==> src/sv/wsdf_pkg.sv <==
`timescale 1ns / 1ps
`default_nettype none
package wsdf_pkg;

    typedef enum logic [2:0] {
        PH_HEADER  = 3'd0,
        PH_LEN     = 3'd1,
        PH_EXT     = 3'd2,
        PH_MASK    = 3'd3,
        PH_PAYLOAD = 3'd4,
        PH_CLOSED  = 3'd5
    } t_phase;

    localparam logic [1:0]  KIND_PAYLOAD    = 2'd0;
    localparam logic [1:0]  KIND_EMPTY      = 2'd1;
    localparam logic [1:0]  KIND_ERROR      = 2'd2;
    localparam logic [1:0]  KIND_NONE       = 2'd3;

    localparam logic [3:0]  OP_CONTINUE     = 4'h0;
    localparam logic [3:0]  OP_CLOSE        = 4'h8;
    localparam logic [15:0] STATUS_PROTOCOL = 16'd1002;
    localparam logic [6:0]  LEN_EXT16       = 7'd126;
    localparam logic [6:0]  LEN_EXT64       = 7'd127;
    localparam logic [3:0]  EXT_BYTES16     = 4'd2;
    localparam logic [3:0]  EXT_BYTES64     = 4'd8;
    localparam logic [2:0]  MASK_BYTES      = 3'd4;

    typedef struct packed {
        logic [1:0]  kind;
        logic [7:0]  payload_byte;
        logic        frame_last;
        logic        frame_fin;
        logic [3:0]  frame_opcode;
        logic [3:0]  message_opcode;
        logic [63:0] message_length;
        logic        is_close;
        logic [15:0] close_status;
    } t_result;

endpackage
`default_nettype wire

==> src/sv/websocket_frame_deframer.sv <==
`timescale 1ns / 1ps
`default_nettype none
// Client-to-server WebSocket deframer. One received byte is taken per word on the
// input channel, every cycle while the queue has room; each byte is parsed and,
// for payload, unmasked in the cycle it is accepted, and any result is registered
// into a two-word output queue, so input keeps flowing while one result waits
// downstream. Input stalls only when both queue slots are full. Sustained rate:
// one byte per cycle while the queue has room, set by the header/length/mask
// parser and the length countdown, which each handle a byte as it is accepted.
// An unmasked frame or the end of a close frame leaves the block closed: later
// bytes are taken and dropped until reset. Lengths saturate at 2^LENGTH_BITS-1.
module websocket_frame_deframer #(
    parameter int LENGTH_BITS = 64
) (
    input  wire         i_clk,
    input  wire         i_rst_n,
    input  wire         i_in_valid,
    output logic        o_in_ready,
    input  wire  [7:0]  i_rx_byte,
    output logic        o_out_valid,
    input  wire         i_out_ready,
    output logic [1:0]  o_result_kind,
    output logic [7:0]  o_payload_byte,
    output logic        o_frame_last,
    output logic        o_frame_fin,
    output logic [3:0]  o_frame_opcode,
    output logic [3:0]  o_message_opcode,
    output logic [63:0] o_message_length,
    output logic        o_is_close,
    output logic [15:0] o_close_status
);

    wsdf_pkg::t_phase         r_phase, n_phase;
    logic [7:0]               r_hdr, n_hdr;
    logic [3:0]               r_ext, n_ext;
    logic [LENGTH_BITS-1:0]   r_rem, n_rem;
    logic                     r_ovf, n_ovf;
    logic [1:0]               r_pos, n_pos;
    logic [1:0]               r_cnt, n_cnt;
    logic [31:0]              r_key, n_key;
    logic [2:0]               r_mskl, n_mskl;
    logic                     r_frag, n_frag;
    logic [3:0]               r_ffo, n_ffo;
    logic [LENGTH_BITS-1:0]   r_total, n_total;
    logic [15:0]              r_cc, n_cc;

    wsdf_pkg::t_result        r_q [2];
    logic                     r_wp, r_rp;
    logic [1:0]               r_qn;

    wsdf_pkg::t_result        res;
    logic                     res_vld;
    logic                     acc, push, pop;
    logic [7:0]               key_b, v;
    logic [LENGTH_BITS:0]     sum;
    logic                     closing;
    logic [3:0]               op;

    assign acc  = i_in_valid && o_in_ready;
    assign push = acc && res_vld;
    assign pop  = o_out_valid && i_out_ready;
    assign op   = r_hdr[3:0];

    always_comb begin
        case (r_pos)
            2'd0:    key_b = r_key[31:24];
            2'd1:    key_b = r_key[23:16];
            2'd2:    key_b = r_key[15:8];
            default: key_b = r_key[7:0];
        endcase
    end

    always_comb begin
        n_phase = r_phase;
        n_hdr   = r_hdr;
        n_ext   = r_ext;
        n_rem   = r_rem;
        n_ovf   = r_ovf;
        n_pos   = r_pos;
        n_cnt   = r_cnt;
        n_key   = r_key;
        n_mskl  = r_mskl;
        n_frag  = r_frag;
        n_ffo   = r_ffo;
        n_total = r_total;
        n_cc    = r_cc;
        res_vld = 1'b0;
        closing = 1'b0;
        v       = i_rx_byte ^ key_b;
        sum     = {1'b0, r_total} + {1'b0, r_rem};
        res.kind         = wsdf_pkg::KIND_NONE;
        res.payload_byte = 8'd0;
        res.frame_last   = 1'b0;
        res.is_close     = 1'b0;
        res.close_status = 16'd0;
        case (r_phase)
            wsdf_pkg::PH_HEADER: begin
                n_hdr   = i_rx_byte;
                n_phase = wsdf_pkg::PH_LEN;
            end
            wsdf_pkg::PH_LEN: begin
                if (!i_rx_byte[7]) begin
                    n_ffo            = 4'd0;
                    n_total          = '0;
                    res_vld          = 1'b1;
                    res.kind         = wsdf_pkg::KIND_ERROR;
                    res.frame_last   = 1'b1;
                    res.close_status = wsdf_pkg::STATUS_PROTOCOL;
                    n_phase          = wsdf_pkg::PH_CLOSED;
                end else begin
                    n_rem = '0;
                    n_ovf = 1'b0;
                    if (i_rx_byte[6:0] == wsdf_pkg::LEN_EXT16) begin
                        n_ext   = wsdf_pkg::EXT_BYTES16;
                        n_phase = wsdf_pkg::PH_EXT;
                    end else if (i_rx_byte[6:0] == wsdf_pkg::LEN_EXT64) begin
                        n_ext   = wsdf_pkg::EXT_BYTES64;
                        n_phase = wsdf_pkg::PH_EXT;
                    end else begin
                        n_rem   = LENGTH_BITS'(i_rx_byte[6:0]);
                        n_mskl  = wsdf_pkg::MASK_BYTES;
                        n_phase = wsdf_pkg::PH_MASK;
                    end
                end
            end
            wsdf_pkg::PH_EXT: begin
                n_ovf = r_ovf || (|r_rem[LENGTH_BITS-1:LENGTH_BITS-8]);
                n_rem = {r_rem[LENGTH_BITS-9:0], i_rx_byte};
                n_ext = r_ext - 4'd1;
                if (r_ext == 4'd1) begin
                    if (n_ovf) begin
                        n_rem = '1;
                    end
                    n_mskl  = wsdf_pkg::MASK_BYTES;
                    n_phase = wsdf_pkg::PH_MASK;
                end
            end
            wsdf_pkg::PH_MASK: begin
                n_key  = {r_key[23:0], i_rx_byte};
                n_mskl = r_mskl - 3'd1;
                if (r_mskl == 3'd1) begin
                    if (!r_hdr[7] || op == wsdf_pkg::OP_CONTINUE) begin
                        if (!r_frag) begin
                            n_frag  = 1'b1;
                            n_ffo   = op;
                            n_total = r_rem;
                        end else if (sum[LENGTH_BITS]) begin
                            n_total = '1;
                        end else begin
                            n_total = sum[LENGTH_BITS-1:0];
                        end
                    end else begin
                        n_ffo   = op;
                        n_total = r_rem;
                    end
                    n_pos = 2'd0;
                    n_cnt = 2'd0;
                    n_cc  = 16'd0;
                    if (r_rem == '0) begin
                        closing = (op == wsdf_pkg::OP_CLOSE);
                        if (closing) begin
                            n_phase = wsdf_pkg::PH_CLOSED;
                        end else begin
                            if (r_hdr[7]) begin
                                n_frag = 1'b0;
                            end
                            n_phase = wsdf_pkg::PH_HEADER;
                        end
                        res_vld        = 1'b1;
                        res.kind       = wsdf_pkg::KIND_EMPTY;
                        res.frame_last = 1'b1;
                        res.is_close   = closing;
                    end else begin
                        n_phase = wsdf_pkg::PH_PAYLOAD;
                    end
                end
            end
            wsdf_pkg::PH_PAYLOAD: begin
                if (op == wsdf_pkg::OP_CLOSE) begin
                    if (r_cnt == 2'd0) begin
                        n_cc = {v, 8'd0};
                    end else if (r_cnt == 2'd1) begin
                        n_cc = {r_cc[15:8], v};
                    end
                end
                n_pos = r_pos + 2'd1;
                if (r_cnt != 2'd2) begin
                    n_cnt = r_cnt + 2'd1;
                end
                n_rem            = r_rem - LENGTH_BITS'(1);
                res_vld          = 1'b1;
                res.kind         = wsdf_pkg::KIND_PAYLOAD;
                res.payload_byte = v;
                if (r_rem == LENGTH_BITS'(1)) begin
                    closing = (op == wsdf_pkg::OP_CLOSE);
                    if (closing) begin
                        n_phase = wsdf_pkg::PH_CLOSED;
                        if (n_cnt == 2'd2) begin
                            res.close_status = n_cc;
                        end
                    end else begin
                        if (r_hdr[7]) begin
                            n_frag = 1'b0;
                        end
                        n_phase = wsdf_pkg::PH_HEADER;
                    end
                    res.frame_last = 1'b1;
                    res.is_close   = closing;
                end
            end
            default: begin
                n_phase = wsdf_pkg::PH_CLOSED;
            end
        endcase
        res.frame_fin      = n_hdr[7];
        res.frame_opcode   = n_hdr[3:0];
        res.message_opcode = n_ffo;
        res.message_length = 64'(n_total);
    end

    always_ff @(posedge i_clk) begin
        if (!i_rst_n) begin
            r_phase <= wsdf_pkg::PH_HEADER;
            r_hdr   <= 8'd0;
            r_ext   <= 4'd0;
            r_rem   <= '0;
            r_ovf   <= 1'b0;
            r_pos   <= 2'd0;
            r_cnt   <= 2'd0;
            r_key   <= 32'd0;
            r_mskl  <= 3'd0;
            r_frag  <= 1'b0;
            r_ffo   <= 4'd0;
            r_total <= '0;
            r_cc    <= 16'd0;
        end else if (acc) begin
            r_phase <= n_phase;
            r_hdr   <= n_hdr;
            r_ext   <= n_ext;
            r_rem   <= n_rem;
            r_ovf   <= n_ovf;
            r_pos   <= n_pos;
            r_cnt   <= n_cnt;
            r_key   <= n_key;
            r_mskl  <= n_mskl;
            r_frag  <= n_frag;
            r_ffo   <= n_ffo;
            r_total <= n_total;
            r_cc    <= n_cc;
        end
    end

    // two-word result queue
    always_ff @(posedge i_clk) begin
        if (push) begin
            r_q[r_wp] <= res;
        end
    end

    always_ff @(posedge i_clk) begin
        if (!i_rst_n) begin
            r_wp <= 1'b0;
            r_rp <= 1'b0;
            r_qn <= 2'd0;
        end else begin
            if (push) begin
                r_wp <= ~r_wp;
            end
            if (pop) begin
                r_rp <= ~r_rp;
            end
            case ({push, pop})
                2'b10:   r_qn <= r_qn + 2'd1;
                2'b01:   r_qn <= r_qn - 2'd1;
                default: r_qn <= r_qn;
            endcase
        end
    end

    assign o_in_ready       = (r_qn != 2'd2);
    assign o_out_valid      = (r_qn != 2'd0);
    assign o_result_kind    = r_q[r_rp].kind;
    assign o_payload_byte   = r_q[r_rp].payload_byte;
    assign o_frame_last     = r_q[r_rp].frame_last;
    assign o_frame_fin      = r_q[r_rp].frame_fin;
    assign o_frame_opcode   = r_q[r_rp].frame_opcode;
    assign o_message_opcode = r_q[r_rp].message_opcode;
    assign o_message_length = r_q[r_rp].message_length;
    assign o_is_close       = r_q[r_rp].is_close;
    assign o_close_status   = r_q[r_rp].close_status;

endmodule
`default_nettype wire

==> config.mk <==
export PLATFORM = sky130hd
export DESIGN_NAME = websocket_frame_deframer
export DESIGN_NICKNAME = d
export VERILOG_FILES = /design/src/sv/wsdf_pkg.sv /design/src/sv/websocket_frame_deframer.sv
export SDC_FILE = /design/constraint.sdc
export NUM_CORES = 1
export LEC_CHECK = 0
export ABC_AREA = 1
export BUFFER_PORTS_ARGS = -buffer_cell sky130_fd_sc_hd__buf_2
export CAP_MARGIN = 20
export CORE_MARGIN = 5
export CORE_UTILIZATION = 40
export CTS_CLUSTER_DIAMETER = 60
export CTS_CLUSTER_SIZE = 20
export DETAILED_ROUTE_END_ITERATION = 8
export HOLD_SLACK_MARGIN = 0.15
export PLACE_DENSITY = 0.52
export SETUP_SLACK_MARGIN = 0.3
export SLEW_MARGIN = 10
export SYNTH_ARGS = -nofsm -noshare
export SYNTH_HDL_FRONTEND = slang
export SYNTH_SLANG_ARGS = --single-unit
==> constraint.sdc <==
create_clock -name i_clk -period 7.3 [get_ports i_clk]
set_input_delay 0.365 -clock i_clk [delete_from_list [all_inputs] [get_ports i_clk]]
set_output_delay 0.365 -clock i_clk [all_outputs]
set_load 0.005 [all_outputs]
# After elaboration in Yosys (flattened, before gate mapping)
# Memories as Yosys holds them, arrays and structs flattened. A register that Yosys moved wholly into a read port is not among the register bits.
# Cells that the tools add are included.
# op_classes
n_addsub	8
eq_ne	27
muxes	82
bitwise_logic	3
reduce_logical	27
# op_table
cell	n
$mux 64	8
$pmux 64 s3	1
$pmux 64 s2	1
$mux 16	5
$add 64x64->65	1
$eq 64x1->1 const B	1
$logic_not 64->1	1
$pmux 16 s2	2
$sub 64x1->64 const B	1
$mux 3	11
$mux 4	7
$mux 8	3
$pmux 8 s3	1
$mux 1	21
$ne 2x2->1 const B	10
$mux 17	1
$pmux 4 s2	2
$pmux 3 s5	1
$eq 7x7->1 const B	2
$mux 7	2
$pmux 2 s2	3
$reduce_and 6->1	2
$mux 10	1
$mux 2	5
30 further kinds	54
# word_totals
ff_bits	208
ramBits	202
output_inout_bits	103
elab_cells	165
memories	1
# mem_list
memory	depth	word_bits	read_ports	rd_ports_with_merged_regs	write_ports	line	source
r_q	2	101	1	1	1	websocket_frame_deframer.sv:47	wsdf_pkg::t_result r_q [2];

# Logic depth before layout (Yosys ltp)
# Gate-level depths: netlist (run 1).
# logic_depth
word_depth	10
ltp_mapped	19

# Worst setup path before layout (run 1)
# OpenSTA, ideal clock, no wires.
# synth_timing
path_kind	reg-to-reg
from	register r_rem[35]
to	memory r_q[1][0] in the netlist's numbering, enable pin
setup_ps	563
arrival_time_ps	5673
required_time_ps	6737
setup_slack_ps	1064
stages_incl_launch_ff	11
synth_period_minus_slack_ps	6236
cell_sequence	dfxtp_1 buf_2 nor2_1 nand2_1 nor2_1 nand2_1 nor3_2 nand4_1 nand3_1 nand2_1 nor2_1
# synth_via
elab_chain_len	7
# synth_rtl
item	line	source
start: declaration	websocket_frame_deframer.sv:36	logic [LENGTH_BITS-1:0] r_rem, n_rem;
start signal: assignment	websocket_frame_deframer.sv:240	r_rem <= n_rem;
$logic_not 64->1	websocket_frame_deframer.sv:159	if (r_rem == '0) begin
$mux 1	websocket_frame_deframer.sv:159	
$mux 1	websocket_frame_deframer.sv:141	if (r_mskl == 3'd1) begin
$pmux 1 s3	websocket_frame_deframer.sv:96	case (r_phase)
$logic_and 1x1->1	websocket_frame_deframer.sv:60	assign push = acc && res_vld;
$mux 1	websocket_frame_deframer.sv:255	if (push) begin
$mux 1 (implied by the code)	websocket_frame_deframer.sv:256	r_q[r_wp] <= res;
end: declaration	websocket_frame_deframer.sv:47	
# Every way passes these cells.

# Worst setup path in the final report (run 1)
# layout_timing
from	register r_phase[0]
to	memory r_q[1][51] in the netlist's numbering, enable pin
# layout_via
elab_chain_len	5
word_cells_on_any_way	7
# layout_rtl
item	line	source
start: declaration	websocket_frame_deframer.sv:33	wsdf_pkg::t_phase r_phase, n_phase;
start signal: assignment	websocket_frame_deframer.sv:223	r_phase <= wsdf_pkg::PH_HEADER;
start signal: assignment	websocket_frame_deframer.sv:237	r_phase <= n_phase;
$eq 3x3->1, or another cell as far along	websocket_frame_deframer.sv:96	
$pmux 1 s3 (*)	websocket_frame_deframer.sv:96	
$logic_and 1x1->1 (*)	websocket_frame_deframer.sv:60	
$mux 1 (*)	websocket_frame_deframer.sv:255	
$mux 1 (implied by the code) (*)	websocket_frame_deframer.sv:256	
# Mark *: on every way between the ends. The rest lies on a longest branch, timed or not.

==> metrics.md, run 1 <==
| Metric | Value |
|---|---|
| Outcome | `complete, no violations` |
| WHS Path Cells | `3` |
| Num CTS Buffers | `40` |
| Clk_lat worst skew | `around 0.60 ns` |
| Worst-margin pin slew | `about 1.1 ns` |
| Total negative slack | `0 ns` |
| Vias in the first global route | `~23000` |
| Layout cell share with drive strength beyond 1 | `10.3%` |
| Critical Path, Cell by Cell | `nor2_1, inv_1, nor2_4, buf_4, inv_2, nand3_1, nand2_1, nor2_4, buf_4` |
| Drt total wl | `roughly 87000 um` |
| DRT Pass-1 Iters | `5` |
| Share of the synthesized area in the top cell type | `between 20% and 30%` |
| Area Growth Syn to Fin | `11.3%` |
| CP max-delay cell | `nor2_4` |
| CTS tree | `built` |
| Final hold violations | `0` |
| Io pins | `about 120` |
| H-tree Lvls | `2` |
| Mapped Area | `0.0265 sq mm` |
| DR vias/cell | `approximately 5.1` |
| Critical path peak fanout | `55` |
| Yosys cell types | `50` |
| Worst hold start | `i_rst_n` |
| WP buf/inv | `4` |
| Top delay family on crit path | `buffers and inverters` |
| Port Buffers | `~110` |
| Path depth of the worst reg2reg path | `9` |
| Die Y | `approximately 270 um` |
| Static Leak | `~0.014 uW` |
| Synth Register Bits | `between 400 and 500` |
| Most frequent cells in the layout | `nand2_1 (1065), inv_1 (631), nor2_1 (385)` |
| Peak Freq | `256 MHz` |
| Fin crit share | `53.5%` |
| Post-route ant nets | `0` |
| Reg2reg start | `r_phase[0]$_SDFFE_PN0P_` |
| Worst hold path class | `in -> reg` |
| Clock skew | `roughly 0.032 ns` |
| CORE AREA | `0.0657 sq mm` |
| Rel. slew slack | `around 27%` |
| Pwr per Cell Area | `~320 mW/mm^2` |
| Clk slew on worst S/H paths | `0.08 ns` |
| Final nets | `between 3000 and 4000` |
| Syn Inst Count | `~3800` |
| Pwr Total | `between 9000 and 10000 uW` |
| Ys flop type | `dfxtp_1` |
| Crit start category | `flip-flop` |
| Clock root cell | `clkbuf_16` |
| Final setup fails | `0` |
| Most common cell after layout, fill and taps aside | `nand2_1` |
| Die footprint | `a little over 0.07 sq mm` |
| Worst R2R Setup Slack | `~3.4 ns` |
| Max Slew Vio Count | `0` |
| CP Class | `reg -> reg` |
| Peak per-stage delay on the critical path | `around 0.65 ns` |
| Die width | `roughly 270 um` |
| Number of remaining DRC errors | `0` |
| Row count | `between 90 and 100` |
| 1st-iter DRT viols | `around 1900` |
| Worst Hold End | `r_key[4]$_SDFFE_PN0P_` |
| Post-synth EDFFs | `roughly 200` |
| Max VDD drop | `approximately 0.00024 V` |
| CTS Sinks | `408` |
| Post-DP HPWL | `around 65000 um` |
| N_diodes | `0` |
| Critical path endpoint category | `flip-flop` |
| Dpl ws | `3.38 ns` |
| Synthesized Nets | `just under 4000` |
| Wirelength per Cell | `around 18 um` |
| Share of flip-flops with an asynchronous set or reset | `0%` |
| Avg Cell Area, Syn | `6.98 sq um` |
| RSZ-0062 raised after global routing | `no` |
| WP data required | `around 7.5 ns` |
| Sequential area share after synthesis | `between 30 and 40%` |
| Endpoint arrival time on the critical path | `4.12 ns` |
| Clock Path Buffers | `3` |
| GRT Util Overall | `about a quarter` |
| Via count | `between 20000 and 25000` |
| Synth top area cells | `edfxtp_1 (23%), dfxtp_1 (16%), nand2_1 (15%), inv_1 (9.0%), nor2_1 (5.5%)` |
| Max-Cap Viols | `0` |
| Worst reg2reg endpoint | `r_q[1][51]$_DFFE_PP_` |
| Final GP Congestion | `about 0.98` |
| Gr ovfl total | `0` |
| Minimum clock period | `approximately 3.9 ns` |
| Final worst setup slack | `around 3.4 ns` |
| Dominant cell type by area after synthesis | `edfxtp_1` |
| Initial antenna violation count | `2` |
| Largest net degree at the start of global routing | `between 100 and 150` |
| First-pass GRT wire length | `135000 um` |
| Starting Density | `roughly 40%` |
| YS warnings | `0` |
## sequential cells by signal, indices dropped and copies added, names as in the netlist, 4 cells and up, named ones only
signal,count
r_cc,16
r_ext,4
r_ffo,4
r_hdr,5
r_key,32
r_q,202
r_rem,64
r_total,64
## tightest hold or removal path, stage by stage
cell     delay (ns)
buf_2          0.35
o21ai_0        0.18
nor2_1         0.05
## final cells by class
class                   instances  area, sq um
flip-flops and latches        408        10200
clock buffers                  45         1040
well taps                     864         1080
inverters                     646         2430
repair buffers                162          966
clock inverters                29          425
multi-input cells            2605        13300
fillers                      6966        36300
## cell usage after synthesis (39+ instances only)
cell	n
inv_1	633
edfxtp_1	202
o21ai_0	194
nand2_1	1067
clkbuf_1	93
o211ai_1	39
mux2_2	101
ha_1	78
o221ai_1	65
nand3_1	222
nor2_1	388
a21oi_1	207
dfxtp_1	206
## logic make-up after synthesis
kind of cell / Yosys count / synth area share (%)
adder cells (fa/ha/maj): 79 / 3.76
AO/OA/AOI/OAI: 573 / 12.7
flip-flops: 408 / 38.5
multiplexers: 101 / 4.30
XOR/XNOR: 42 / 1.39
AND/OR/NAND/NOR: 1810 / 28.0
buffers and inverters: 777 / 11.3
## how the worst max path moves through the flow
stage,startpoint,to,slack [ns],cells after the start
final,r_phase[0]$_SDFFE_PN0P_,r_q[1][51]$_DFFE_PP_,3.39,9
after global routing,r_phase[1]$_SDFFE_PN0P_,r_q[1][51]$_DFFE_PP_,3.04,9
after CTS,r_phase[0]$_SDFFE_PN0P_,r_q[1][43]$_DFFE_PP_,3.34,9
after detailed placement,r_phase[0]$_SDFFE_PN0P_,r_q[1][43]$_DFFE_PP_,3.38,9
after floorplan,r_rem[35]$_SDFFE_PN0P_,r_q[1][0]$_DFFE_PP_,1.06,10
after global placement,r_phase[0]$_SDFFE_PN0P_,r_q[1][43]$_DFFE_PP_,3.37,9
## metrics by stage
step	hold slack, ns	cells	util (%)	cell area, sq um
after floorplan	0.426	3790	-	26500
after global placement	0.441	4675	42.4	27900
after detailed placement	0.428	4675	42.4	27900
after CTS	0.368	4758	44.8	29500
after global routing	0.436	4759	44.8	29500
final	0.398	4759	44.8	29500
## where the power goes
part           switching (uW)  total, uW  internal [uW]  leakage [uW]
logic                    2680       3930           1250       0.00981
clock network            1050       2310           1260      0.000701
registers                 341       3110           2770       0.00357
total                    4070       9350           5280        0.0141
## per-layer routing
layer  global-route usage (%)  vias up  wire length [um]
li1                         -    12400                 -
met5                        0        -                13
met2                     40.0      583             40400
met3                     2.99      143              4220
met1                     31.9    11300             38800
met4                     7.70        2              3140
## timing repair
| item | CTS | global route |
|---|---|---|
| hold buffers | 9 | 0 |
| gates resized for setup | 0 | 0 |
| endpoints found under the setup margin | 0 | 0 |
| hold endpoints to repair | 12 | 0 |
| buffers inserted | 0 | 0 |
No activity file was read; power rests on OpenSTA's default activity.
==> inputs of run 2 (changes only) <==
==> constraint.sdc (replaced) <==
create_clock -name i_clk -period 3.87 [get_ports i_clk]
set_input_delay 0.1935 -clock i_clk [delete_from_list [all_inputs] [get_ports i_clk]]
set_output_delay 0.1935 -clock i_clk [all_outputs]
set_load 0.005 [all_outputs]
==> run 2 against run 1 <==
  * Sequential power increased by 95%
  * Worst hold slack got worse by 0.059 ns
  * Sequential share of layout area about the same
  * Setup slack got worse by 2.9 ns
  * Critical path type unchanged
==> metrics.md, run 2 (synthesis results as in run 1) <==
| Metric | Value |
|---|---|
| 1st-iter DRT viols | `approximately 2000` |
| Die footprint | `0.0714 sq mm` |
| H-tree Lvls | `2` |
| Clock root cell | `clkbuf_16` |
| GRT Util Overall | `23.7%` |
| Clk slew on worst S/H paths | `about 0.090 ns` |
| Critical Path, Cell by Cell | `ha_1, fa_1, nand3_1, nand3_2, nand2_1, nand2_1, nand2_1, nand2_1, nand2_1, nand2_2, nand2_2, nand2_2, nand2_4, buf_12, nand2_1, nand2_1, o21ai_0` |
| Finished Core Util | `between 40% and 50%` |
| CTS tree | `built` |
| DR vias/cell | `just over 5` |
| Crit start category | `flip-flop` |
| Layout cell share with drive strength beyond 1 | `between 10% and 20%` |
| Max Slew Vio Count | `0` |
| Critical path peak fanout | `between 50 and 60` |
| Dpl ws | `approximately 0.64 ns` |
| CP Class | `reg -> reg` |
| Post-route ant nets | `0` |
| Vias in the first global route | `~23000` |
| Die Y | `roughly 270 um` |
| Most frequent cells in the layout | `nand2_1 (1065), inv_1 (631), nor2_1 (385)` |
| CTS Sinks | `just over 400` |
| Worst Hold Margin | `0.339 ns` |
| Largest net degree at the start of global routing | `between 100 and 150` |
| Area Growth Syn to Fin | `11.5%` |
| Num CTS Buffers | `38` |
| Peak per-stage delay on the critical path | `roughly 0.41 ns` |
| DRT Pass-1 Iters | `5` |
| Most flop-heavy register | `r_q` |
| Outcome | `complete, no violations` |
| Final setup fails | `0` |
| Path depth of the worst reg2reg path | `17` |
| CORE AREA | `between 0.06 and 0.07 sq mm` |
| RSZ-0062 raised after global routing | `no` |
| Biggest regs | `r_q x202, r_rem x64, r_total x64` |
| Critical Path Most Common Cell | `nand2_1` |
| First-pass GRT wire length | `approximately 130000 um` |
| Worst-margin pin slew | `between 0.8 and 0.9 ns` |
| Endpoint arrival time on the critical path | `3.62 ns` |
| Clock skew | `about 0.024 ns` |
| Final nets | `just under 4000` |
| Critical path endpoint category | `flip-flop` |
| Io pins | `roughly 120` |
| Port Buffers | `approximately 110` |
| Max VDD drop | `0.000392 V` |
| Initial antenna violation count | `0` |
| Largest register FFs | `around 200` |
| Pwr Total | `approximately 17000 uW` |
| Die width | `267 um` |
| Fin crit share | `86.2%` |
| Final worst setup slack | `roughly 0.54 ns` |
| Post-DP HPWL | `between 60000 and 70000 um` |
| Via count | `24400` |
| Number of remaining DRC errors | `0` |
| Row count | `94` |
| Final GP Congestion | `approximately 1` |
| Starting Density | `40.3%` |
| CP max-delay cell | `fa_1` |
| WHS Path Cells | `5` |
| Drt total wl | `86900 um` |
| Final hold violations | `0` |
| Static Leak | `~0.014 uW` |
| Worst R2R Setup Slack | `0.54 ns` |
| CTS resizes | `0` |
| Max-Cap Viols | `0` |
| N_diodes | `0` |
| Clock Path Buffers | `3` |
| Clk_lat worst skew | `around 0.60 ns` |
| Gr ovfl total | `0` |
| Wirelength per Cell | `roughly 18 um` |
| Rel. slew slack | `roughly two fifths` |
| Pwr per Cell Area | `between 500 and 600 mW/mm^2` |
| WP data required | `approximately 4.2 ns` |
| Final cell count without fillers | `4772` |
| Fill cells | `just under 7000` |
| Inst Count DP | `4688` |
| Worst hold path class | `in -> reg` |
| Most common cell after layout, fill and taps aside | `nand2_1` |
| Peak Freq | `approximately 300 MHz` |
| Minimum clock period | `between 3 and 4 ns` |
==> run 2: worst paths after layout <==
kind	start	end
worst max-delay path	r_rem[0]$_SDFFE_PN0P_	r_q[1][17]$_DFFE_PP_
worst min register to register	r_cc[11]$_SDFFE_PN0P_	r_cc[11]$_SDFFE_PN0P_
worst min-delay path	i_in_valid	r_key[7]$_SDFFE_PN0P_
worst max register to register	r_rem[0]$_SDFFE_PN0P_	r_q[1][17]$_DFFE_PP_
==> run 2: per-layer routing <==
metal	share of wire, %	routed length, um	track usage, %
met1	46	39800	32.9
met2	47	40700	39.8
met3	4.5	3950	2.21
met4	2.7	2380	6.60
met5	0	0	0
==> run 2: stage by stage <==
step | TNS (ns) | instance area, sq um
floorplan | -133.48 | 26500
global placement | 0 | 28100
detailed placement | 0 | 28100
CTS | 0 | 29500
global route | 0 | 29500
finish | 0 | 29500
==> run 2: repair_timing <==
action	4_1_cts	5_1_grt
hold buffers	15	0
buffers inserted	0	0
hold endpoints to repair	41	0
endpoints found under the setup margin	0	0
==> run 2: layout make-up <==
| type | count | area, sq um | area share [%] |
|---|---|---|---|
| clock buffer | 49 | 1060 | 3.61 |
| clock inverter | 20 | 225 | 0.763 |
| inverter | 646 | 2430 | 8.23 |
| multi-input combinational | 2605 | 13300 | 45.2 |
| sequential | 408 | 10200 | 34.5 |
| tap | 864 | 1080 | 3.66 |
| timing repair buffer | 180 | 1180 | 3.99 |
==> run 2: critical path: cells and delay by family (launching register included) <==
kind            cells  cell delay, ns
buf+inv             1            0.23
compound gates      1            0.14
fa+ha+maj           2            0.70
simple gates       13            1.44
flops               1            0.38
==> run 2: where the power goes <==
| group | internal, uW | leakage [uW] | switching (uW) |
|---|---|---|---|
| clock network | 2090 | 0.000632 | 1880 |
| registers | 5220 | 0.00357 | 831 |
| logic | 2430 | 0.00993 | 4940 |
| total | 9750 | 0.0141 | 7650 |
